===== src/hdl/pcm_pkg.sv =====
`default_nettype none

package pcm_pkg;

    // default store sizes
    localparam int CORRIDOR_DEPTH_DEF = 256;
    localparam int VISITED_DEPTH_DEF  = 16;

    // field widths
    localparam int REF_W    = 32;
    localparam int LEN_W    = 9;
    localparam int IDX_W    = 8;
    localparam int VCOUNT_W = 5;

    localparam logic [LEN_W-1:0] MAX_LENGTH_RST = 9'd256;

    // action codes
    localparam logic [1:0] ACT_WR_COR = 2'd0;
    localparam logic [1:0] ACT_WR_VIS = 2'd1;
    localparam logic [1:0] ACT_MERGE  = 2'd2;
    localparam logic [1:0] ACT_RD_COR = 2'd3;

    typedef struct packed {
        logic [1:0]          action;
        logic [IDX_W-1:0]    index;
        logic [REF_W-1:0]    ref_req;
        logic [LEN_W-1:0]    path_count;
        logic [VCOUNT_W-1:0] visited_count;
    } pcm_in_t;

    typedef struct packed {
        logic [REF_W-1:0] read_ref;
        logic [LEN_W-1:0] new_length;
        logic             merged;
    } pcm_out_t;

endpackage

`default_nettype wire


===== src/hdl/pcm_visited_file.sv =====
`default_nettype none

module pcm_visited_file #(
    parameter int DEPTH = pcm_pkg::VISITED_DEPTH_DEF,
    parameter int VW    = $clog2(DEPTH),
    parameter int VCW   = $clog2(DEPTH + 1)
) (
    input  wire logic                      clk,
    input  wire logic                      we,
    input  wire logic [VW-1:0]             waddr,
    input  wire logic [pcm_pkg::REF_W-1:0] wdata,
    input  wire logic [VCW-1:0]            count,
    input  wire logic [pcm_pkg::REF_W-1:0] cmp_data,
    output logic                           hit,
    output logic      [VW-1:0]             hit_idx,
    input  wire logic [VW-1:0]             raddr,
    output logic      [pcm_pkg::REF_W-1:0] rdata
);
    import pcm_pkg::*;

    logic [REF_W-1:0] entry [DEPTH];
    logic [DEPTH-1:0] match;

    always_ff @(posedge clk)
    begin
        if (we)
        begin
            entry[waddr] <= wdata;
        end
    end

    // compare every live entry against the corridor word at once
    always_comb
    begin
        for (int j = 0; j < DEPTH; j++)
        begin
            match[j] = (VCW'(j) < count) && (entry[j] == cmp_data);
        end
    end

    // lowest matching entry wins
    always_comb
    begin
        hit     = 1'b0;
        hit_idx = '0;
        for (int j = DEPTH - 1; j >= 0; j--)
        begin
            if (match[j])
            begin
                hit     = 1'b1;
                hit_idx = VW'(j);
            end
        end
    end

    assign rdata = entry[raddr];

endmodule

`default_nettype wire


===== config.mk =====
export PLATFORM = sky130hd
export DESIGN_NAME = pcm_visited_file
export DESIGN_NICKNAME = d
export VERILOG_FILES = /design/src/hdl/pcm_pkg.sv /design/src/hdl/pcm_visited_file.sv
export SDC_FILE = /design/constraint.sdc
export NUM_CORES = 1
export LEC_CHECK = 0
export BUFFER_PORTS_ARGS = -buffer_cell sky130_fd_sc_hd__clkbuf_2
export CORE_MARGIN = 4
export CORE_UTILIZATION = 40
export CTS_BUF_LIST = sky130_fd_sc_hd__clkbuf_4
export DETAILED_ROUTE_END_ITERATION = 7
export SETUP_SLACK_MARGIN = 0.2
export SYNTH_ARGS = -nofsm -noshare
export SYNTH_HDL_FRONTEND = slang
export SYNTH_SLANG_ARGS = --single-unit

===== constraint.sdc =====
create_clock -name clk -period 8.9 [get_ports clk]
set_input_delay 1.335 -clock clk [delete_from_list [all_inputs] [get_ports clk]]
set_output_delay 1.335 -clock clk [all_outputs]
set_load 0.02 [all_outputs]

=== Word level (Yosys, flattened, before mapping) ===
Memories as Yosys holds them, arrays and structs flattened.
Index checks and enable logic that the tools add are counted.

* Memory bits (writable): 512
* Memories kept: 1
* Bits in registers: 0
* Output and inout port bits: 37
* Logic and storage cells: 83

{| class="wikitable"
|+ Memories
! memory !! depth !! bits a word !! rd ports !! clocked after memory_dff !! wr ports !! RTL line !! RTL
|-
| entry || 16 || 32 || 17 || 0 || 1 || pcm_visited_file.sv:21 || <nowiki>logic [REF_W-1:0] entry [DEPTH];</nowiki>
|}

* $lt $le $gt $ge: 16
* Reductions and logical operators: 16
* Equal/unequal tests: 16
* Mux-type cells: 34

{| class="wikitable"
|+ Operators with widths
! cell !! count
|-
| 32-bit == test || 16
|-
| 4-bit two-way mux || 16
|-
| 4-bit by 5-bit < comparator with 1-bit output (first input constant) || 8
|-
| 3-bit by 5-bit < comparator with 1-bit output (first input constant) || 4
|-
| 1-bit two-way mux || 18
|-
| 1-bit logical AND || 16
|-
| 1-bit by 5-bit < comparator with 1-bit output (first input constant) || 2
|-
| 2-bit by 5-bit < comparator with 1-bit output (first input constant) || 2
|}

=== Longest topological paths before layout ===
* Word-level depth: 18
* Gate-level depth with buffers: 10
* Mapped depth without buffers: 8

=== Worst setup path after synthesis ===
No wires, ideal clock.

* Kind: input port to output port
* From: input port cmp_data[14] in the netlist's numbering
* To: output port hit_idx[3]
* Cell stages on the path: 9
* Data required time: 7,565 ps
* Buffers on the path: 2
* Arrival time: 3,463 ps
* Setup slack: 4,102 ps
* Path through: clkbuf_1 buf_2 xor2_1 nor4_1 nand4_1 nor4_1 nor3_1 nor2b_1 nor3b_1

* Longest elaborated chain between the ends: 18
* Elaborated cells between the ends (all ways): 48
* Classes of those cells: 16 x eq/ne; 16 x mux; 16 x reduce/logical

{| class="wikitable"
|+ RTL lines
! element !! RTL line !! RTL
|-
| start, declared || pcm_visited_file.sv:13 || <nowiki>input wire logic [pcm_pkg::REF_W-1:0] cmp_data,</nowiki>
|-
| 32-bit == test || pcm_visited_file.sv:37 || <nowiki>match[j] = (VCW'(j) < count) && (entry[j] == cmp_data);</nowiki>
|-
| 1-bit logical AND || pcm_visited_file.sv:37 ||
|-
| 4-bit two-way mux (15 in series) || pcm_visited_file.sv:48 || <nowiki>if (match[j])</nowiki>
|-
| 4-bit two-way mux (*) || pcm_visited_file.sv:48 ||
|-
| end, declared || pcm_visited_file.sv:15 || <nowiki>output logic [VW-1:0] hit_idx,</nowiki>
|}

Every way passes the cells marked *; elsewhere a longest branch is shown, timed or not.

=== Worst setup path in the final report ===
* From: input port cmp_data[13] in the netlist's numbering
* To: output port hit_idx[0]

Same word-level chain as after synthesis.

==> flow_summary_export.csv <==
group,metric,value,unit
clocking,clk_pin_slew,70,ps
finish,nets,1798,
yosys,syn_inst,1539,
flow_run,drv_cap,0,
power,power_frac_seq,49.1,%
floorplan,start_util,40.41,%
yosys,ys_seq_area_share,60.31,%
power,leakagePower,9.329,nW
floorplan,die_y,260.5,um
critical_path,critical_path_buf_inv_count,2,
clocking,tritoncts,"done",
floorplan,die_x,260.5,um
critical_path,crit_required,7570,ps
clocking,htree_levels,4,
route,vias,16340,
floorplan,core_area,0.06308,mm^2
clocking,cts_resized,0,
finish,drive_gt1_share,29.45,%
yosys,syn_area_per_cell,16.56,um^2
route,wl_per_cell,39.54,um
route,routed_wl,105200,um
critical_path,path_cells,"clkbuf_2 > xor2_1 > nor4_1 > nand4_1 > nor4_1 > a21oi_1 > o32ai_1 > o31ai_1 > a31oi_1 > clkbuf_2",
critical_path,cp_num_cells,10,
finish,largest_reg_flops,512,
yosys,synth_compound_area_share,0.8098,%
yosys,synth_nets,1618,
yosys,ys_warn_count,0,
power,p_switching,1.506,mW
global_route,grt_pass1_wl,140300,um
yosys,synth_edf_count,512,
clocking,clock_path_buffers,3,
critical_path,cp_top_family,"simple AND/OR/NAND/NOR gates",
clocking,cts_made_buffers,143,
global_route,grt-ovfl-total,0,
clocking,cts_setup_buffers,0,
outcome,run_status,"finished clean",
min_path,hold_class,"in2reg",
power,vdd_ir_drop_max,103.4,uV
sta,period_needed,6845,ps
finish,top_regs,"entry: 512 flops",
route,drt_iter0_drc,2698,
clocking,postCtsHoldBufs,0,
sta,finalSetupViolations,0,
route,drc,0,
sta,worst_pin_slew,1342,ps
sta,finalSetupTns,0,ps
clocking,root_buffer,"clkbuf_4",
power,p_clk_share,39.4,%
critical_path,critPathMaxStageDelay,1140,ps
sta,drv_slew,0,
min_path,hold_depth,1,
sta,hold_violations,0,
yosys,synth-simple-area-share,5.193,%
floorplan,die_area,0.06784,mm^2
placed_design,gp_congestion,1.021,
finish,n_fill_cell,5708,
power,p_int,4.071,mW
yosys,synthAdderAreaFrac,0,%
placed_design,dp_cells,2420,
placed_design,port_buffers,115,
sta,clock.fmax,146.1,MHz
finish,fin_cells,2660,
yosys,synth_top_family_by_area,"XOR/XNOR gates",
critical_path,crit_slowest_cell,"nor4_1",
global_route,antenna_found_initial,2,
clocking,cts_sinks,512,
global_route,grt_usage,30.98,%
critical_path,start_kind,"primary input",
route,vias_per_cell,6.141,
yosys,async_reset_ff_share,0,%
power,cellPowerDensity,194.2,mW/mm^2
floorplan,boundaryPins,116,
yosys,synth_area,0.02549,mm^2
power,p_sw_share,27.01,%
yosys,synthMuxAreaShare,14.13,%
global_route,first_global_vias,16200,
route,ant_nets,0,
critical_path,critical_path.max_fanout,16,
yosys,synthFlopType,"edfxtp_1",
sta,rsz0062_at_grt,"false",
global_route,grt_max_degree,85,
route,first_pass_iters,5,
placed_design,dpl.hpwl,75310,um
finish,syn2layout_area_growth,12.65,%
yosys,synthXorXnorAreaFrac,17.56,%
finish,top_register,"entry",
sta,relSlewSlack,9.697,%
sta,period_share,76.90,%
critical_path,path_class,"in2out",
critical_path,setup.worst_path.end_class,"output port",
floorplan,fp-row-count,92,
yosys,synth_cell_types,43,
power,power_frac_comb,11.6,%
critical_path,cp.arrival,5510,ps
yosys,synth_seq_cells,512,
final cells by class:
cell class | count | area (um^2) | area share (%)
flip-flops and latches | 512 | 15370 | 53.54
multi-input cells | 923 | 9719 | 33.84
clock buffers | 197 | 1479 | 5.150
well taps | 846 | 1059 | 3.686
repair buffers | 137 | 768.2 | 2.675
clock inverters | 42 | 307.8 | 1.072
inverters | 2 | 7.507 | 0.02614
diodes | 1 | 2.502 | 0.008714
metrics by stage:
step | cell area, um^2 | hold WS (ps) | worst slack, ps | utilization, % | power (mW)
5_1_grt | 28720 | 702.3 | 2237 | 45.53 | 5.752
3_3_place_gp | 26930 | 1747 | 2346 | 42.69 | 3.420
3_5_place_dp | 26930 | 1753 | 2404 | 42.69 | 3.419
6_report | 28720 | 767.6 | 2055 | 45.53 | 5.577
2_1_floorplan | 25490 | 1434 | 4102 | - | 3.120
4_1_cts | 28720 | 634.7 | 2381 | 45.52 | 5.598
final timing paths:
| path | startpoint | to | slack [ps] |
|---|---|---|---|
| worst max-delay path | cmp_data[13] | hit_idx[0] | 2060 |
| worst min-delay path | wdata[27] | entry[3][27]$_DFFE_PP_ | 770 |
layer usage:
layer	up-vias	GRT usage [%]	wire length [um]
li1	6424	-	-
met1	8561	43.47	42260
met2	1179	46.23	47150
met3	170	7.365	11020
met4	2	13.63	4748
met5	-	0	9
power by group through the flow:
stage,clock network (mW),logic [mW],registers (mW)
6_report,2.20,0.645,2.74
5_1_grt,2.36,0.653,2.74
4_1_cts,2.23,0.634,2.74
3_5_place_dp,0,0.631,2.79
3_3_place_gp,0,0.635,2.79
2_1_floorplan,0,0.341,2.78
cells in the final DEF, fill, tap and decap left out, types with 2 or more instances in the layout:
master,instances
clkbuf_4,197
a21oi_1,6
xor2_1,324
mux4_2,160
nor2_1,9
nor3_2,4
nor4_1,84
edfxtp_1,512
a2111oi_0,3
bufinv_16,5
nand2_1,6
o31a_1,3
o2111ai_1,3
nand4_1,58
nor3_1,18
nand3b_1,3
clkbuf_2,112
clkinv_2,8
xnor2_1,187
buf_4,21
inv_2,4
clkinv_1,23
inv_1,2
nor2_4,12
nand3_1,16
nand2b_1,6
logic make-up (layout without fill, tap and decap cells):
logic type | after synthesis | in the layout
XOR/XNOR | 511 | 511
AO/OA/AOI/OAI | 27 | 27
flip-flops | 512 | 512
multiplexers | 160 | 160
AND/OR/NAND/NOR | 225 | 225
other | 0 | 1
buffers and inverters | 104 | 378
Yosys cell counts, types with 13 or more instances:
library cell  number  area, um^2
edfxtp_1         512       15370
xor2_1           324        2838
xnor2_1          187        1638
mux4_2           160        3603
nor4_1            84       525.5
nand4_1           58       362.9
buf_2             50       250.2
clkbuf_1          29       108.9
nor3_1            22       110.1
nor2_1            21       78.83
nand3_1           16       80.08
buf_1             13       48.80
No activity file was read; power rests on OpenSTA's default activity.
