File: src/hdl/pcm_pkg.sv
`default_nettype none

package pcm_pkg;

    // default store sizes
    localparam int CORRIDOR_DEPTH_DEF = 256;
    localparam int VISITED_DEPTH_DEF  = 16;

    // field widths
    localparam int REF_W    = 32;
    localparam int LEN_W    = 9;
    localparam int IDX_W    = 8;
    localparam int VCOUNT_W = 5;

    localparam logic [LEN_W-1:0] MAX_LENGTH_RST = 9'd256;

    // action codes
    localparam logic [1:0] ACT_WR_COR = 2'd0;
    localparam logic [1:0] ACT_WR_VIS = 2'd1;
    localparam logic [1:0] ACT_MERGE  = 2'd2;
    localparam logic [1:0] ACT_RD_COR = 2'd3;

    typedef struct packed {
        logic [1:0]          action;
        logic [IDX_W-1:0]    index;
        logic [REF_W-1:0]    ref_req;
        logic [LEN_W-1:0]    path_count;
        logic [VCOUNT_W-1:0] visited_count;
    } pcm_in_t;

    typedef struct packed {
        logic [REF_W-1:0] read_ref;
        logic [LEN_W-1:0] new_length;
        logic             merged;
    } pcm_out_t;

endpackage

`default_nettype wire

File: src/hdl/pcm_merge_ctrl.sv
`default_nettype none

module pcm_merge_ctrl #(
    parameter int CORRIDOR_DEPTH = pcm_pkg::CORRIDOR_DEPTH_DEF,
    parameter int VISITED_DEPTH  = pcm_pkg::VISITED_DEPTH_DEF,
    parameter int AW             = $clog2(CORRIDOR_DEPTH),
    parameter int VW             = $clog2(VISITED_DEPTH),
    parameter int VCW            = $clog2(VISITED_DEPTH + 1)
) (
    input  wire logic                      clk,
    input  wire logic                      rst_n,
    input  wire logic                      req_valid,
    output logic                           req_stall,
    input  wire pcm_pkg::pcm_in_t          req_word,
    output logic                           rsp_valid,
    input  wire logic                      rsp_stall,
    output pcm_pkg::pcm_out_t              rsp_word,
    input  wire logic                      cfg_we,
    input  wire logic [pcm_pkg::LEN_W-1:0] cfg_data,
    output logic                           cor_we,
    output logic      [AW-1:0]             cor_waddr,
    output logic      [pcm_pkg::REF_W-1:0] cor_wdata,
    output logic                           cor_re,
    output logic      [AW-1:0]             cor_raddr,
    input  wire logic [pcm_pkg::REF_W-1:0] cor_rdata,
    output logic                           vis_we,
    output logic      [VW-1:0]             vis_waddr,
    output logic      [pcm_pkg::REF_W-1:0] vis_wdata,
    output logic      [VCW-1:0]            vis_count,
    input  wire logic                      vis_hit,
    input  wire logic [VW-1:0]             vis_hit_idx,
    output logic      [VW-1:0]             vis_raddr,
    input  wire logic [pcm_pkg::REF_W-1:0] vis_rdata
);
    import pcm_pkg::*;

    localparam int CW = $clog2(CORRIDOR_DEPTH + 1);
    localparam int NW = (CW > 10) ? CW : 10;
    localparam logic [NW-1:0] CD_N = NW'(CORRIDOR_DEPTH);
    localparam logic [NW-1:0] VD_N = NW'(VISITED_DEPTH);
    localparam logic [NW-1:0] ONE  = NW'(1);

    typedef enum logic [7:0] {
        ST_IDLE   = 8'b0000_0001,
        ST_RDWAIT = 8'b0000_0010,
        ST_SCAN   = 8'b0000_0100,
        ST_CALC1  = 8'b0000_1000,
        ST_CALC2  = 8'b0001_0000,
        ST_CALC3  = 8'b0010_0000,
        ST_COPY   = 8'b0100_0000,
        ST_PREFIX = 8'b1000_0000
    } state_t;

    // control registers
    state_t             state_reg, state_next;
    logic [LEN_W-1:0]   max_len_reg, max_len_next;
    logic [LEN_W-1:0]   last_len_reg, last_len_next;
    logic               last_merged_reg, last_merged_next;
    logic               pend_rd_reg, pend_rd_next;
    logic               wb_valid_reg, wb_valid_next;
    logic               rsp_valid_reg, rsp_valid_next;
    logic               hold_valid_reg, hold_valid_next;

    // datapath registers
    logic [NW-1:0]      npath_reg, npath_next;
    logic [VCW-1:0]     nvis_reg, nvis_next;
    logic [NW-1:0]      limit_reg, limit_next;
    logic [NW-1:0]      issue_reg, issue_next;
    logic [AW-1:0]      pend_addr_reg, pend_addr_next;
    logic [AW-1:0]      hit_path_reg, hit_path_next;
    logic [VW-1:0]      hit_vis_reg, hit_vis_next;
    logic [NW-1:0]      req_len_reg, req_len_next;
    logic [NW-1:0]      tail_reg, tail_next;
    logic [NW-1:0]      total_reg, total_next;
    logic [AW-1:0]      cp_src_reg, cp_src_next;
    logic [AW-1:0]      cp_dst_reg, cp_dst_next;
    logic [NW-1:0]      cp_left_reg, cp_left_next;
    logic               bwd_reg, bwd_next;
    logic [AW-1:0]      wb_addr_reg, wb_addr_next;
    logic [AW-1:0]      pre_addr_reg, pre_addr_next;
    logic [VW-1:0]      pre_vis_reg, pre_vis_next;
    logic [NW-1:0]      pre_left_reg, pre_left_next;
    logic               rd_oob_reg, rd_oob_next;
    pcm_out_t           rsp_word_reg, rsp_word_next;
    pcm_out_t           hold_word_reg, hold_word_next;

    logic               accept;
    logic               produce;
    logic               out_free;
    pcm_out_t           res_word;
    logic [NW-1:0]      idx_n;
    logic [NW-1:0]      pc_n;
    logic [NW-1:0]      vc_n;
    logic [NW-1:0]      ml_n;
    logic [NW-1:0]      req_raw;
    logic [NW-1:0]      room;

    assign req_stall = (state_reg != ST_IDLE) || hold_valid_reg;
    assign accept    = req_valid && !req_stall;
    assign idx_n     = NW'(req_word.index);
    assign pc_n      = NW'(req_word.path_count);
    assign vc_n      = NW'(req_word.visited_count);
    assign ml_n      = NW'(max_len_reg);
    assign req_raw   = NW'(nvis_reg) - NW'(hit_vis_reg);
    assign room      = limit_reg - req_len_reg;
    assign vis_count = nvis_reg;
    assign vis_raddr = pre_vis_reg;
    assign out_free  = !rsp_valid_reg || !rsp_stall;

    // sequencer: actions, match scan, tail move, visited prefix
    always_comb
    begin
        state_next       = state_reg;
        max_len_next     = cfg_we ? cfg_data : max_len_reg;
        last_len_next    = last_len_reg;
        last_merged_next = last_merged_reg;
        pend_rd_next     = pend_rd_reg;
        wb_valid_next    = wb_valid_reg;
        npath_next       = npath_reg;
        nvis_next        = nvis_reg;
        limit_next       = limit_reg;
        issue_next       = issue_reg;
        pend_addr_next   = pend_addr_reg;
        hit_path_next    = hit_path_reg;
        hit_vis_next     = hit_vis_reg;
        req_len_next     = req_len_reg;
        tail_next        = tail_reg;
        total_next       = total_reg;
        cp_src_next      = cp_src_reg;
        cp_dst_next      = cp_dst_reg;
        cp_left_next     = cp_left_reg;
        bwd_next         = bwd_reg;
        wb_addr_next     = wb_addr_reg;
        pre_addr_next    = pre_addr_reg;
        pre_vis_next     = pre_vis_reg;
        pre_left_next    = pre_left_reg;
        rd_oob_next      = rd_oob_reg;
        cor_we           = 1'b0;
        cor_waddr        = '0;
        cor_wdata        = '0;
        cor_re           = 1'b0;
        cor_raddr        = '0;
        vis_we           = 1'b0;
        vis_waddr        = '0;
        vis_wdata        = '0;
        produce          = 1'b0;
        res_word         = '0;

        case (state_reg)
            ST_IDLE:
            begin
                if (accept)
                begin
                    case (req_word.action)
                        ACT_WR_COR:
                        begin
                            cor_we    = idx_n < CD_N;
                            cor_waddr = AW'(idx_n);
                            cor_wdata = req_word.ref_req;
                            produce   = 1'b1;
                        end
                        ACT_WR_VIS:
                        begin
                            vis_we    = idx_n < VD_N;
                            vis_waddr = VW'(idx_n);
                            vis_wdata = req_word.ref_req;
                            produce   = 1'b1;
                        end
                        ACT_MERGE:
                        begin
                            npath_next   = (pc_n > CD_N) ? CD_N : pc_n;
                            issue_next   = (pc_n > CD_N) ? CD_N : pc_n;
                            nvis_next    = (vc_n > VD_N) ? VCW'(VD_N) : VCW'(vc_n);
                            limit_next   = (ml_n > CD_N) ? CD_N : ml_n;
                            pend_rd_next = 1'b0;
                            state_next   = ST_SCAN;
                        end
                        ACT_RD_COR:
                        begin
                            cor_re      = 1'b1;
                            cor_raddr   = AW'(idx_n);
                            rd_oob_next = !(idx_n < CD_N);
                            state_next  = ST_RDWAIT;
                        end
                        default:
                        begin
                            state_next = ST_IDLE;
                        end
                    endcase
                end
            end

            ST_RDWAIT:
            begin
                produce           = 1'b1;
                res_word.read_ref = rd_oob_reg ? '0 : cor_rdata;
                state_next        = ST_IDLE;
            end

            // walk the corridor from the end, one read in flight
            ST_SCAN:
            begin
                if (pend_rd_reg && vis_hit)
                begin
                    hit_path_next = pend_addr_reg;
                    hit_vis_next  = vis_hit_idx;
                    pend_rd_next  = 1'b0;
                    state_next    = ST_CALC1;
                end
                else if (issue_reg != '0)
                begin
                    cor_re         = 1'b1;
                    cor_raddr      = AW'(issue_reg - ONE);
                    pend_addr_next = AW'(issue_reg - ONE);
                    issue_next     = issue_reg - ONE;
                    pend_rd_next   = 1'b1;
                end
                else
                begin
                    // no common entry
                    last_len_next    = npath_reg[LEN_W-1:0];
                    last_merged_next = 1'b0;
                    pend_rd_next     = 1'b0;
                    produce          = 1'b1;
                    state_next       = ST_IDLE;
                end
            end

            ST_CALC1:
            begin
                req_len_next = (req_raw > limit_reg) ? limit_reg : req_raw;
                tail_next    = npath_reg - NW'(hit_path_reg) - ONE;
                state_next   = ST_CALC2;
            end

            ST_CALC2:
            begin
                tail_next  = (tail_reg > room) ? room : tail_reg;
                state_next = ST_CALC3;
            end

            // tail moves up when the prefix is longer than the dropped head
            ST_CALC3:
            begin
                total_next    = req_len_reg + tail_reg;
                bwd_next      = req_len_reg > (NW'(hit_path_reg) + ONE);
                cp_left_next  = tail_reg;
                wb_valid_next = 1'b0;
                if (req_len_reg > (NW'(hit_path_reg) + ONE))
                begin
                    cp_src_next = AW'(NW'(hit_path_reg) + tail_reg);
                    cp_dst_next = AW'(req_len_reg + tail_reg - ONE);
                end
                else
                begin
                    cp_src_next = AW'(NW'(hit_path_reg) + ONE);
                    cp_dst_next = AW'(req_len_reg);
                end
                state_next = ST_COPY;
            end

            // read one tail word per cycle, write it back the cycle after
            ST_COPY:
            begin
                if (wb_valid_reg)
                begin
                    cor_we    = 1'b1;
                    cor_waddr = wb_addr_reg;
                    cor_wdata = cor_rdata;
                end
                if (cp_left_reg != '0)
                begin
                    cor_re        = 1'b1;
                    cor_raddr     = cp_src_reg;
                    wb_valid_next = 1'b1;
                    wb_addr_next  = cp_dst_reg;
                    cp_left_next  = cp_left_reg - ONE;
                    cp_src_next   = bwd_reg ? cp_src_reg - AW'(1) : cp_src_reg + AW'(1);
                    cp_dst_next   = bwd_reg ? cp_dst_reg - AW'(1) : cp_dst_reg + AW'(1);
                end
                else
                begin
                    wb_valid_next = 1'b0;
                    if (!wb_valid_reg)
                    begin
                        pre_addr_next = '0;
                        pre_vis_next  = VW'(NW'(nvis_reg) - ONE);
                        pre_left_next = req_len_reg;
                        state_next    = ST_PREFIX;
                    end
                end
            end

            // visited entries, last first, into the head of the corridor
            ST_PREFIX:
            begin
                if (pre_left_reg != '0)
                begin
                    cor_we        = 1'b1;
                    cor_waddr     = pre_addr_reg;
                    cor_wdata     = vis_rdata;
                    pre_addr_next = pre_addr_reg + AW'(1);
                    pre_vis_next  = pre_vis_reg - VW'(1);
                    pre_left_next = pre_left_reg - ONE;
                end
                else
                begin
                    last_len_next    = total_reg[LEN_W-1:0];
                    last_merged_next = 1'b1;
                    produce          = 1'b1;
                    state_next       = ST_IDLE;
                end
            end

            default:
            begin
                state_next = ST_IDLE;
            end
        endcase

        res_word.new_length = last_len_next;
        res_word.merged     = last_merged_next;
    end

    // output register with one holding slot behind it
    always_comb
    begin
        rsp_valid_next  = rsp_valid_reg;
        rsp_word_next   = rsp_word_reg;
        hold_valid_next = hold_valid_reg;
        hold_word_next  = hold_word_reg;
        if (out_free)
        begin
            if (hold_valid_reg)
            begin
                rsp_word_next   = hold_word_reg;
                rsp_valid_next  = 1'b1;
                hold_valid_next = 1'b0;
            end
            else if (produce)
            begin
                rsp_word_next  = res_word;
                rsp_valid_next = 1'b1;
            end
            else
            begin
                rsp_valid_next = 1'b0;
            end
        end
        else if (produce)
        begin
            hold_word_next  = res_word;
            hold_valid_next = 1'b1;
        end
    end

    assign rsp_valid = rsp_valid_reg;
    assign rsp_word  = rsp_word_reg;

    always_ff @(posedge clk or negedge rst_n)
    begin
        if (!rst_n)
        begin
            state_reg       <= ST_IDLE;
            max_len_reg     <= MAX_LENGTH_RST;
            last_len_reg    <= '0;
            last_merged_reg <= 1'b0;
            pend_rd_reg     <= 1'b0;
            wb_valid_reg    <= 1'b0;
            rsp_valid_reg   <= 1'b0;
            hold_valid_reg  <= 1'b0;
        end
        else
        begin
            state_reg       <= state_next;
            max_len_reg     <= max_len_next;
            last_len_reg    <= last_len_next;
            last_merged_reg <= last_merged_next;
            pend_rd_reg     <= pend_rd_next;
            wb_valid_reg    <= wb_valid_next;
            rsp_valid_reg   <= rsp_valid_next;
            hold_valid_reg  <= hold_valid_next;
        end
    end

    always_ff @(posedge clk)
    begin
        npath_reg     <= npath_next;
        nvis_reg      <= nvis_next;
        limit_reg     <= limit_next;
        issue_reg     <= issue_next;
        pend_addr_reg <= pend_addr_next;
        hit_path_reg  <= hit_path_next;
        hit_vis_reg   <= hit_vis_next;
        req_len_reg   <= req_len_next;
        tail_reg      <= tail_next;
        total_reg     <= total_next;
        cp_src_reg    <= cp_src_next;
        cp_dst_reg    <= cp_dst_next;
        cp_left_reg   <= cp_left_next;
        bwd_reg       <= bwd_next;
        wb_addr_reg   <= wb_addr_next;
        pre_addr_reg  <= pre_addr_next;
        pre_vis_reg   <= pre_vis_next;
        pre_left_reg  <= pre_left_next;
        rd_oob_reg    <= rd_oob_next;
        rsp_word_reg  <= rsp_word_next;
        hold_word_reg <= hold_word_next;
    end

`ifndef ASSERT_OFF
    // holding slot only fills behind a full output register
    a_hold_behind_out: assert property (@(posedge clk) disable iff (!rst_n)
        hold_valid_reg |-> rsp_valid_reg)
        else $error("holding slot valid with empty output register");

    // rebuilt corridor never exceeds the length limit
    a_total_limit: assert property (@(posedge clk) disable iff (!rst_n)
        (state_reg == ST_PREFIX && pre_left_reg == '0) |-> (total_reg <= limit_reg))
        else $error("merged length above limit");

    // finishing a rebuild reports a merge
    a_merge_flag: assert property (@(posedge clk) disable iff (!rst_n)
        (state_reg == ST_PREFIX && pre_left_reg == '0) |=> last_merged_reg)
        else $error("merge flag not set after rebuild");

    // the scan never disturbs the corridor
    a_scan_no_write: assert property (@(posedge clk) disable iff (!rst_n)
        (state_reg == ST_SCAN) |-> !cor_we)
        else $error("corridor written during scan");

    // tail move never reads the word it writes in the same cycle
    a_copy_no_overlap: assert property (@(posedge clk) disable iff (!rst_n)
        (cor_we && cor_re) |-> (cor_waddr != cor_raddr))
        else $error("corridor read and write collide");
`endif

endmodule

`default_nettype wire

File: config.mk
export PLATFORM = sky130hd
export DESIGN_NAME = pcm_merge_ctrl
export DESIGN_NICKNAME = d
export VERILOG_FILES = /design/src/hdl/pcm_pkg.sv /design/src/hdl/pcm_merge_ctrl.sv
export SDC_FILE = /design/constraint.sdc
export NUM_CORES = 1
export LEC_CHECK = 0
export ABC_AREA = 1
export CAP_MARGIN = 20
export CORE_MARGIN = 10
export CORE_UTILIZATION = 30
export CTS_CLUSTER_SIZE = 16
export DETAILED_ROUTE_END_ITERATION = 8
export DONT_BUFFER_PORTS = 1
export GPL_ROUTABILITY_DRIVEN = 1
export SYNTH_ARGS = -nofsm -noshare
export SYNTH_HDL_FRONTEND = slang
export SYNTH_SLANG_ARGS = --single-unit
export TNS_END_PERCENT = 1
File: constraint.sdc
create_clock -name clk -period 4.2 [get_ports clk]
set_clock_uncertainty 0.15 [all_clocks]
set_input_delay 0.42 -clock clk [delete_from_list [all_inputs] [get_ports clk]]
set_output_delay 0.42 -clock clk [all_outputs]
set_load 0.02 [all_outputs]
==> After elaboration in Yosys (flattened, before gate mapping) <==
Cells that the tools add are included.
{ "totals": {"register_bits": 257, "in_bits": 139, "out_inout_bits": 140, "word_cells": 219} }
{ "classes": {"add_sub_neg": 18, "n_lt_le_gt_ge": 8, "n_eq_ne": 24, "mux": 101, "bitwise_logic": 2, "reduce_logical": 32} }
{ "ops": {"columns": ["cell", "count"], "rows": [
  ["32-bit 2-to-1 mux", 9],
  ["8-bit 2-to-1 mux", 24],
  ["10-bit 2-to-1 mux", 10],
  ["32-bit case mux with 3 select lines", 1],
  ["42-bit 2-to-1 mux", 2],
  ["10-bit case mux with 2 select lines", 4],
  ["8-bit case mux with 2 select lines", 4],
  ["8-bit case mux with 7 select lines", 1],
  ["8-bit case mux with 3 select lines", 2],
  ["10-bit by 1-bit subtractor with 10-bit output, second input constant", 4],
  ["9-bit 2-to-1 mux", 4],
  ["10-bit nonzero test", 3],
  ["1-bit 2-to-1 mux", 26],
  ["8-bit by 1-bit adder with 8-bit output, second input constant", 3],
  ["4-bit 2-to-1 mux", 6],
  ["8-bit by 1-bit subtractor with 8-bit output, second input constant", 3],
  ["10-bit > comparator", 2],
  ["9-bit > comparator, second input constant", 2],
  ["2-bit inequality test, second input constant", 9],
  ["9-bit case mux with 2 select lines", 1],
  ["2-bit AND reduction", 6],
  ["3-bit AND reduction", 4],
  ["2-bit nonzero test", 6],
  ["10-bit by 9-bit > comparator with 1-bit output", 1],
  ["37 further kinds", 48]
]} }

==> Logic depth before layout (Yosys ltp) <==
Gate-level depths: netlist of the first run.
{ "logic_depth": {"word_depth": 8, "ltp_mapped": 19, "mapped_depth_nobuf": 19} }

==> Worst setup path before layout of the first run <==
OpenSTA, ideal clock, no wires.
{ "synth_timing": {"kind": "reg-to-reg", "startpoint": "reg state_reg[5]", "endpoint": "reg rsp_word_reg (netlist bit rsp_word[0]), enable pin", "arrival_ns": 3.314, "required_time_ns": 3.597, "slack_ns": 0.283, "stages_incl_launch_ff": 10, "period_less_slack_ns": 3.917, "path_cell_list": "dfrtp_1 nor2_4 nand2_4 inv_4 nand4_4 nor3_4 nand2_1 nand2_1 nor2_1 a21boi_1"} }
{ "synth_via": {"elab_chain_len": 8, "word_cells_on_any_way": 12} }
{ "synth_rtl": {"columns": ["element", "line_no", "source"], "rows": [
  ["from (decl)", "pcm_merge_ctrl.sv:55", "state_t state_reg, state_next;"],
  ["from (signal assigned)", "pcm_merge_ctrl.sv:375", "state_reg <= state_next;"],
  ["8-bit by 1-bit inequality test with 1-bit output", "pcm_merge_ctrl.sv:98", "assign req_stall = (state_reg != ST_IDLE) || hold_valid_reg;"],
  ["1-bit logical OR", "pcm_merge_ctrl.sv:98", null],
  ["1-bit logical NOT", "pcm_merge_ctrl.sv:99", "assign accept = req_valid && !req_stall;"],
  ["1-bit logical AND", "pcm_merge_ctrl.sv:99", null],
  ["1-bit 2-to-1 mux", "pcm_merge_ctrl.sv:152", "if (accept)"],
  ["1-bit case mux with 4 select lines *", "pcm_merge_ctrl.sv:149", "case (state_reg)"],
  ["2-bit nonzero test (no source line) *", null, null],
  ["2-bit AND reduction (no source line) *", null, null],
  ["to (signal assigned)", "pcm_merge_ctrl.sv:407", "rsp_word_reg <= rsp_word_next;"],
  ["to (decl)", "pcm_merge_ctrl.sv:84", "pcm_out_t rsp_word_reg, rsp_word_next;"]
]} }
Mark *: on every way between the ends. The rest lies on a longest branch, timed or not.
A chain may end at the register's enable or synchronous reset.

==> Final worst setup path of the first run <==
{ "layout_timing": {"startpoint": "reg state_reg[1]", "endpoint": "out cor_raddr[5]"} }
{ "layout_via": {"elab_chain_len": 6, "word_cells_on_any_way": 9} }
{ "layout_rtl": {"columns": ["element", "line_no", "source"], "rows": [
  ["8-bit by 1-bit inequality test with 1-bit output", "pcm_merge_ctrl.sv:98", null],
  ["1-bit logical OR", "pcm_merge_ctrl.sv:98", null],
  ["1-bit logical NOT", "pcm_merge_ctrl.sv:99", null],
  ["1-bit logical AND", "pcm_merge_ctrl.sv:99", null],
  ["8-bit 2-to-1 mux", "pcm_merge_ctrl.sv:152", null],
  ["8-bit case mux with 3 select lines *", "pcm_merge_ctrl.sv:149", null],
  ["to (decl)", "pcm_merge_ctrl.sv:24", "output logic [AW-1:0] cor_raddr,"]
]} }
Marks and branches as above.

==> run summary, run 1 <==
Most used DFF post-synth -> edfxtp_1
PD cells -> 394 nW/um2
Fillers -> 5191
grt met2 use -> 0.287
first-pass GRT wire length -> 76.7 mm
CTS root buffer -> clkbuf_16
CTS Hold Bufs -> 41
most area-hungry cell type in the Yosys netlist -> edfxtp_1
Setup crit start kind -> register
fin crit period -> 3800 ps
global-route met1 utilization -> 0.189
crit share post-route -> 0.906
DP Area -> 16700 um2
Post-Layout Cell Count -> 2569
cell leakage power -> 7.94 nW
most area-consuming cells after synthesis -> edfxtp_1 43%, nand2_1 12%, ha_1 6.6%
share of layout cells above drive strength 1 -> 0.101
Setup CP Type -> register to output port
clock sinks -> 254
first-pass iteration count of the detailed router -> 5
Yosys Warn Count -> 0
Initial DRC Count -> 797
relative slew slack -> 0.335
top-count cell post-synth -> nand2_1
placed insts -> 2471
CTS Buffer Depth -> 3
# IOs -> 279
CP required -> 3630 ps
grt peak-use layer -> met2
Rows -> 83
final hold viol count -> 0
Final ANT Viol Nets -> 0
Hold Crit Depth -> 2
status -> completed
Syn Inst Count -> 1782
CP Capture Type -> output port
routability cong. -> 0.942
EDFF count, synth -> 223
Peak VDD IR -> 0.000308 V
Post-CTS Setup Inserts -> 0
reg2reg path depth -> 17
top cell type's share of synthesized area -> 0.430
met3 usage -> 0.0312
mean routed wirelength per cell -> 20.0 um
Die ar. -> 61400 um2
crit path max fanout -> 17
setup TNS -> 0 ps
RSZ-0062 raised after global routing -> false
Syn Nets -> 2010
fin area -> 18100 um2
Initial Utilization -> 0.303
overall via count from detail_route -> 12800
DPL Wire Length -> 40.5 mm
Commonest cells post-synth -> 513 x nand2_1, 235 x inv_1, 223 x edfxtp_1
Tot GR Track Use -> 0.160
FF+latch area -> 7470 um2
Clk pin slew, worst setup/hold paths -> 60 ps
routed wire length -> 51.5 mm
die height -> 248 um
Max-cap violations -> 0
core region area -> 51300 um2
vias in the first global route -> 12900
Worst Path Arrival -> 3230 ps
number of library cell types mapped by synthesis -> 51
input/output buffers -> 0
sequential fraction of the synthesis area -> 0.480
async set or reset register ratio after synthesis -> 0.122
area grow syn2layout -> 16.6%
Yosys reg bits -> 254
post-synthesis area per instance -> 8.74 um2
largest net degree at the start of global routing -> 47
initial antenna violation count -> 1
Final Max Tran Viols -> 0
total CTS buffers -> 30
multi-input combinational cell area -> 6930 um2
Post-CTS Resized -> 0
Worst-Margin Slew -> 989 ps
worst-skew pair later-pin latency -> 570 ps
CTS H-tree lvls -> 1
gr ovfl total -> 0
Power, Total -> 0.00715 W
Final #Nets -> 2092
count of final setup violators -> 0
DR vias/cell -> 4.97
die width -> 248 um
Synth Cell Area -> 15600 um2
worst min-delay path class -> primary input to register
CTS tree -> yes
fmax -> 0.263 GHz
# DRC -> 0
[cell usage in the layout, fill, tap and decap left out, types with 6 or more instances in the layout]
master / netlist / routed
a21oi_1: 72 / 72
a31oi_1: 13 / 13
buf_4: 3 / 66
bufinv_16: 0 / 6
clkbuf_16: 0 / 31
clkinv_2: 0 / 6
dfrtp_1: 29 / 29
dlygate4sd3_1: 0 / 40
edfxtp_1: 223 / 223
fa_1: 7 / 7
ha_1: 82 / 82
inv_1: 235 / 235
nand2_1: 513 / 512
nand2_2: 6 / 7
nand3_1: 108 / 108
nand4_1: 18 / 18
nor2_1: 136 / 135
nor2_4: 5 / 6
nor3_1: 38 / 37
nor3b_1: 9 / 9
o211ai_1: 22 / 22
o21ai_0: 72 / 72
o221ai_2: 29 / 29
or2_2: 8 / 8
xnor2_1: 17 / 17
xor2_1: 31 / 31
[worst max-delay path: stages, from the launching register on]
cell	delay [ps]
dfrtp_1	390
inv_1	140
nand2_2	130
nor3_1	190
nand2_2	250
nor2_1	240
nand2_2	190
inv_1	450
nand2_1	210
o211ai_1	250
buf_4	230
[final cells by class]
type	instances	area share
sequential	254	0.412
multi-input combinational	1229	0.382
timing repair buffer	107	0.0505
inverter	242	0.0502
tap	680	0.0469
clock buffer	35	0.0436
clock inverter	21	0.0148
antenna	1	0.000138
[cell families after synthesis]
kind of cell / share of synthesized area
flip-flops: 0.480
adder cells (fa/ha/maj): 0.0749
buffers and inverters: 0.0777
multiplexers: 0.00129
AO/OA/AOI/OAI: 0.0991
other: 0.000241
AND/OR/NAND/NOR: 0.240
XOR/XNOR: 0.0270
[path summary, 6_finish.rpt]
| kind | slack [ps] | from | endpoint |
|---|---|---|---|
| worst max-delay path | 400 | state_reg[1] | cor_raddr[5] |
| worst min-delay path | 30 | cor_rdata[29] | hold_word_reg[39] |
| worst max register to register | 730 | vis_count[2] | req_len_reg[1] |
| worst min register to register | 270 | pend_addr_reg[5] | hit_path_reg[5] |
| max in group asynchronous | 3450 | rst_n | state_reg[0] |
| min in group asynchronous | 190 | rst_n | last_len_reg[4] |
[routing by layer]
metal	up-vias	share of wire
li1	6146	-
met1	6033	0.41
met2	494	0.49
met3	83	0.071
met4	0	0.029
met5	-	0
[through the flow]
| stage | hold WS (ps) | setup slack, ps | util |
|---|---|---|---|
| floorplan | -25.6 | 283 | - |
| global placement | -21.6 | 781 | 0.325 |
| detailed placement | -21.7 | 695 | 0.325 |
| CTS | 0.138 | 322 | 0.354 |
| global route | 30.1 | 133 | 0.354 |
| finish | 26.7 | 397 | 0.354 |
[report_power, final]
| part | total, W | internal (W) | switching (W) |
|---|---|---|---|
| clock network | 0.00280 | 0.00171 | 0.00108 |
| logic | 0.00112 | 0.000303 | 0.000819 |
| registers | 0.00323 | 0.00300 | 0.000226 |
Power figures use the tool's default switching activity.
==> run 2, diff against run 1 <==
CORE_UTILIZATION = 50   (was 30)
PLACE_DENSITY = 0.7   (was unset)
==> run 2 against run 1 <==
Effect of this change: total power is 4.2% lower; flip-flop and latch count did not move; count of clock-buffer cells in the layout down 2; critical endpoint is now cor_wdata[5]; sequential share of layout area increased by 1.2 points; cell area down 2.9%.
==> run summary, run 2 (same netlist as run 1, synthesis figures left out) <==
overall via count from detail_route -> 12800 (about the same)
# DRC -> 0 (unchanged)
count of final setup violators -> 0 (unchanged)
fin crit period -> 3680 ps (was 3800 ps)
crit path max fanout -> 35 (was 17)
multi-input combinational cell area -> 6920 um2 (was 6930 um2)
input/output buffers -> 0 (unchanged)
CP Capture Type -> output port (unchanged)
DR vias/cell -> 5.63 (was 4.97)
relative slew slack -> 0.399 (was 0.335)
area grow syn2layout -> 13.1% (was 16.6%)
Fillers -> 2622 (was 5191)
CP required -> 3630 ps (about the same)
# IOs -> 279 (unchanged)
Power, Total -> 0.00685 W (was 0.00715 W)
CTS root buffer -> clkbuf_16 (unchanged)
cell leakage power -> 7.86 nW (was 7.94 nW)
PD cells -> 389 nW/um2 (was 394 nW/um2)
Placement Setup Slack -> 742 ps (was 695 ps)
first-pass GRT wire length -> 70.3 mm (was 76.7 mm)
initial antenna violation count -> 3 (was 1)
DPL Wire Length -> 35.3 mm (was 40.5 mm)
die width -> 196 um (was 248 um)
Worst Path Arrival -> 3110 ps (was 3230 ps)
die height -> 196 um (was 248 um)
clock sinks -> 254 (unchanged)
CTS tree -> yes (unchanged)
routed wire length -> 46.4 mm (was 51.5 mm)
Max-cap violations -> 0 (unchanged)
Initial Utilization -> 0.508 (was 0.303)
fmax -> 0.272 GHz (was 0.263 GHz)
Crit-path slowest cell -> o211ai_1 (was inv_1)
Clk pin slew, worst setup/hold paths -> 60 ps (about the same)
core region area -> 30700 um2 (was 51300 um2)
status -> completed (unchanged)
gr ovfl total -> 0 (unchanged)
mean routed wirelength per cell -> 20.4 um (was 20.0 um)
most frequent cells in the layout -> 513 x nand2_1, 235 x inv_1, 223 x edfxtp_1 (was 512 x nand2_1, 235 x inv_1, 223 x edfxtp_1)
routability cong. -> 0.972 (was 0.942)
Final #Nets -> 2083 (was 2092)
Rows -> 64 (was 83)
Cell Chain, Critical Path -> inv_1 -> nand2_1 -> nor2_4 -> nand4_4 -> buf_4 -> inv_2 -> nand2_2 -> buf_4 -> o211ai_1 (was inv_1 -> nand2_2 -> nor3_1 -> nand2_2 -> nor2_1 -> nand2_2 -> inv_1 -> nand2_1 -> o211ai_1 -> buf_4)
worst-skew pair later-pin latency -> 570 ps (about the same)
Worst Slack Setup Final -> 522 ps (was 397 ps)
Top cell by count, worst path -> buf_4 (was nand2_2)
final hold viol count -> 0 (unchanged)
max incr delay on CP -> 540 ps (was 450 ps)
setup TNS -> 0 ps (unchanged)
CTS H-tree lvls -> 1 (unchanged)
CTS Buffer Depth -> 3 (unchanged)
Post-CTS Resized -> 0 (unchanged)
Peak VDD IR -> 0.000323 V (was 0.000308 V)
largest net degree at the start of global routing -> 47 (unchanged)
vias in the first global route -> 12300 (was 12900)
commonest non-fill, non-tap cell in the layout -> nand2_1 (unchanged)
crit share post-route -> 0.876 (was 0.906)
Setup CP Type -> register to output port (unchanged)
worst min-delay path class -> primary input to register (unchanged)
Final Max Tran Viols -> 0 (unchanged)
final hold slack -> 14.4 ps (was 26.7 ps)
RSZ-0062 raised after global routing -> false (unchanged)
Final ANT Viol Nets -> 0 (unchanged)
first-pass iteration count of the detailed router -> 6 (was 5)
FF+latch area -> 7470 um2 (unchanged)
Setup crit start kind -> register (unchanged)
Tot GR Track Use -> 0.228 (was 0.160)
share of layout cells above drive strength 1 -> 0.0975 (was 0.101)
fin area -> 17600 um2 (was 18100 um2)
Worst-Margin Slew -> 899 ps (was 989 ps)
Die ar. -> 38600 um2 (was 61400 um2)
Initial DRC Count -> 1142 (was 797)
total CTS buffers -> 28 (was 30)
DP Area -> 16300 um2 (was 16700 um2)
==> run 2: cell count changes in the layout (fill, tap and decap cells not counted), sizes merged <==
cell / previous run / this run
clkinvlp: 5 / 4
buf: 67 / 65
bufinv: 6 / 4
clkbuf: 35 / 33
clkinv: 10 / 12
inv: 242 / 241
dlygate4sd3: 40 / 35
==> run 2: cell type report <==
type / instances / area share
Antenna cell: 1 / 0.000142
Clock buffer: 33 / 0.0414
Clock inverter: 19 / 0.0131
Inverter: 242 / 0.0517
Multi-Input combinational cell: 1229 / 0.393
Sequential cell: 254 / 0.424
Tap cell: 396 / 0.0281
Timing Repair Buffer: 100 / 0.0483
==> run 2: worst max-delay path: cells and delay by family (launching register included) <==
family                 cells  cell delay [ps]
buffers and inverters      4              870
AND/OR/NAND/NOR            4              680
AO/OA/AOI/OAI              1              540
flip-flops                 1              420
==> run 2: metal layers <==
layer	global-route usage	wire length, um	vias up	part of all wire
li1	-	-	6129	-
met1	0.274	18000	6013	0.39
met2	0.398	23000	547	0.49
met3	0.0438	3750	108	0.081
met4	0.0840	1710	4	0.037
met5	0	28	-	0.00060
==> run 2: metrics by stage <==
step	instances	utilization
2_1_floorplan	1782	-
3_3_place_gp	2185	0.531
3_5_place_dp	2185	0.531
4_1_cts	2273	0.574
5_1_grt	2274	0.574
6_report	2274	0.574
==> run 2: path summary, 6_finish.rpt <==
path	from	to	slack (ps)	cells past startpoint
min in group asynchronous	rst_n	max_len_reg[5]	190	2
max in group asynchronous	rst_n	state_reg[0]	3450	2
worst min-delay path	req_word[9]	npath_reg[4]	10	2
worst min register to register	pend_addr_reg[7]	hit_path_reg[7]	270	0
worst max-delay path	state_reg[3]	cor_wdata[5]	520	9
worst max register to register	vis_count[2]	req_len_reg[0]	650	15
==> run 2: timing repair <==
item                                    4_1_cts  5_1_grt
endpoints found under the setup margin        0        0
setup buffers                                 0        0
endpoints found under the hold margin        67        0
hold buffers                                 36        0
==> run 2: power by group <==
| part | total [W] | internal [W] | switching (W) |
|---|---|---|---|
| registers | 0.00323 | 0.00300 | 0.000230 |
| clock network | 0.00255 | 0.00149 | 0.00105 |
| logic | 0.00108 | 0.000300 | 0.000776 |
| total | 0.00685 | 0.00479 | 0.00206 |
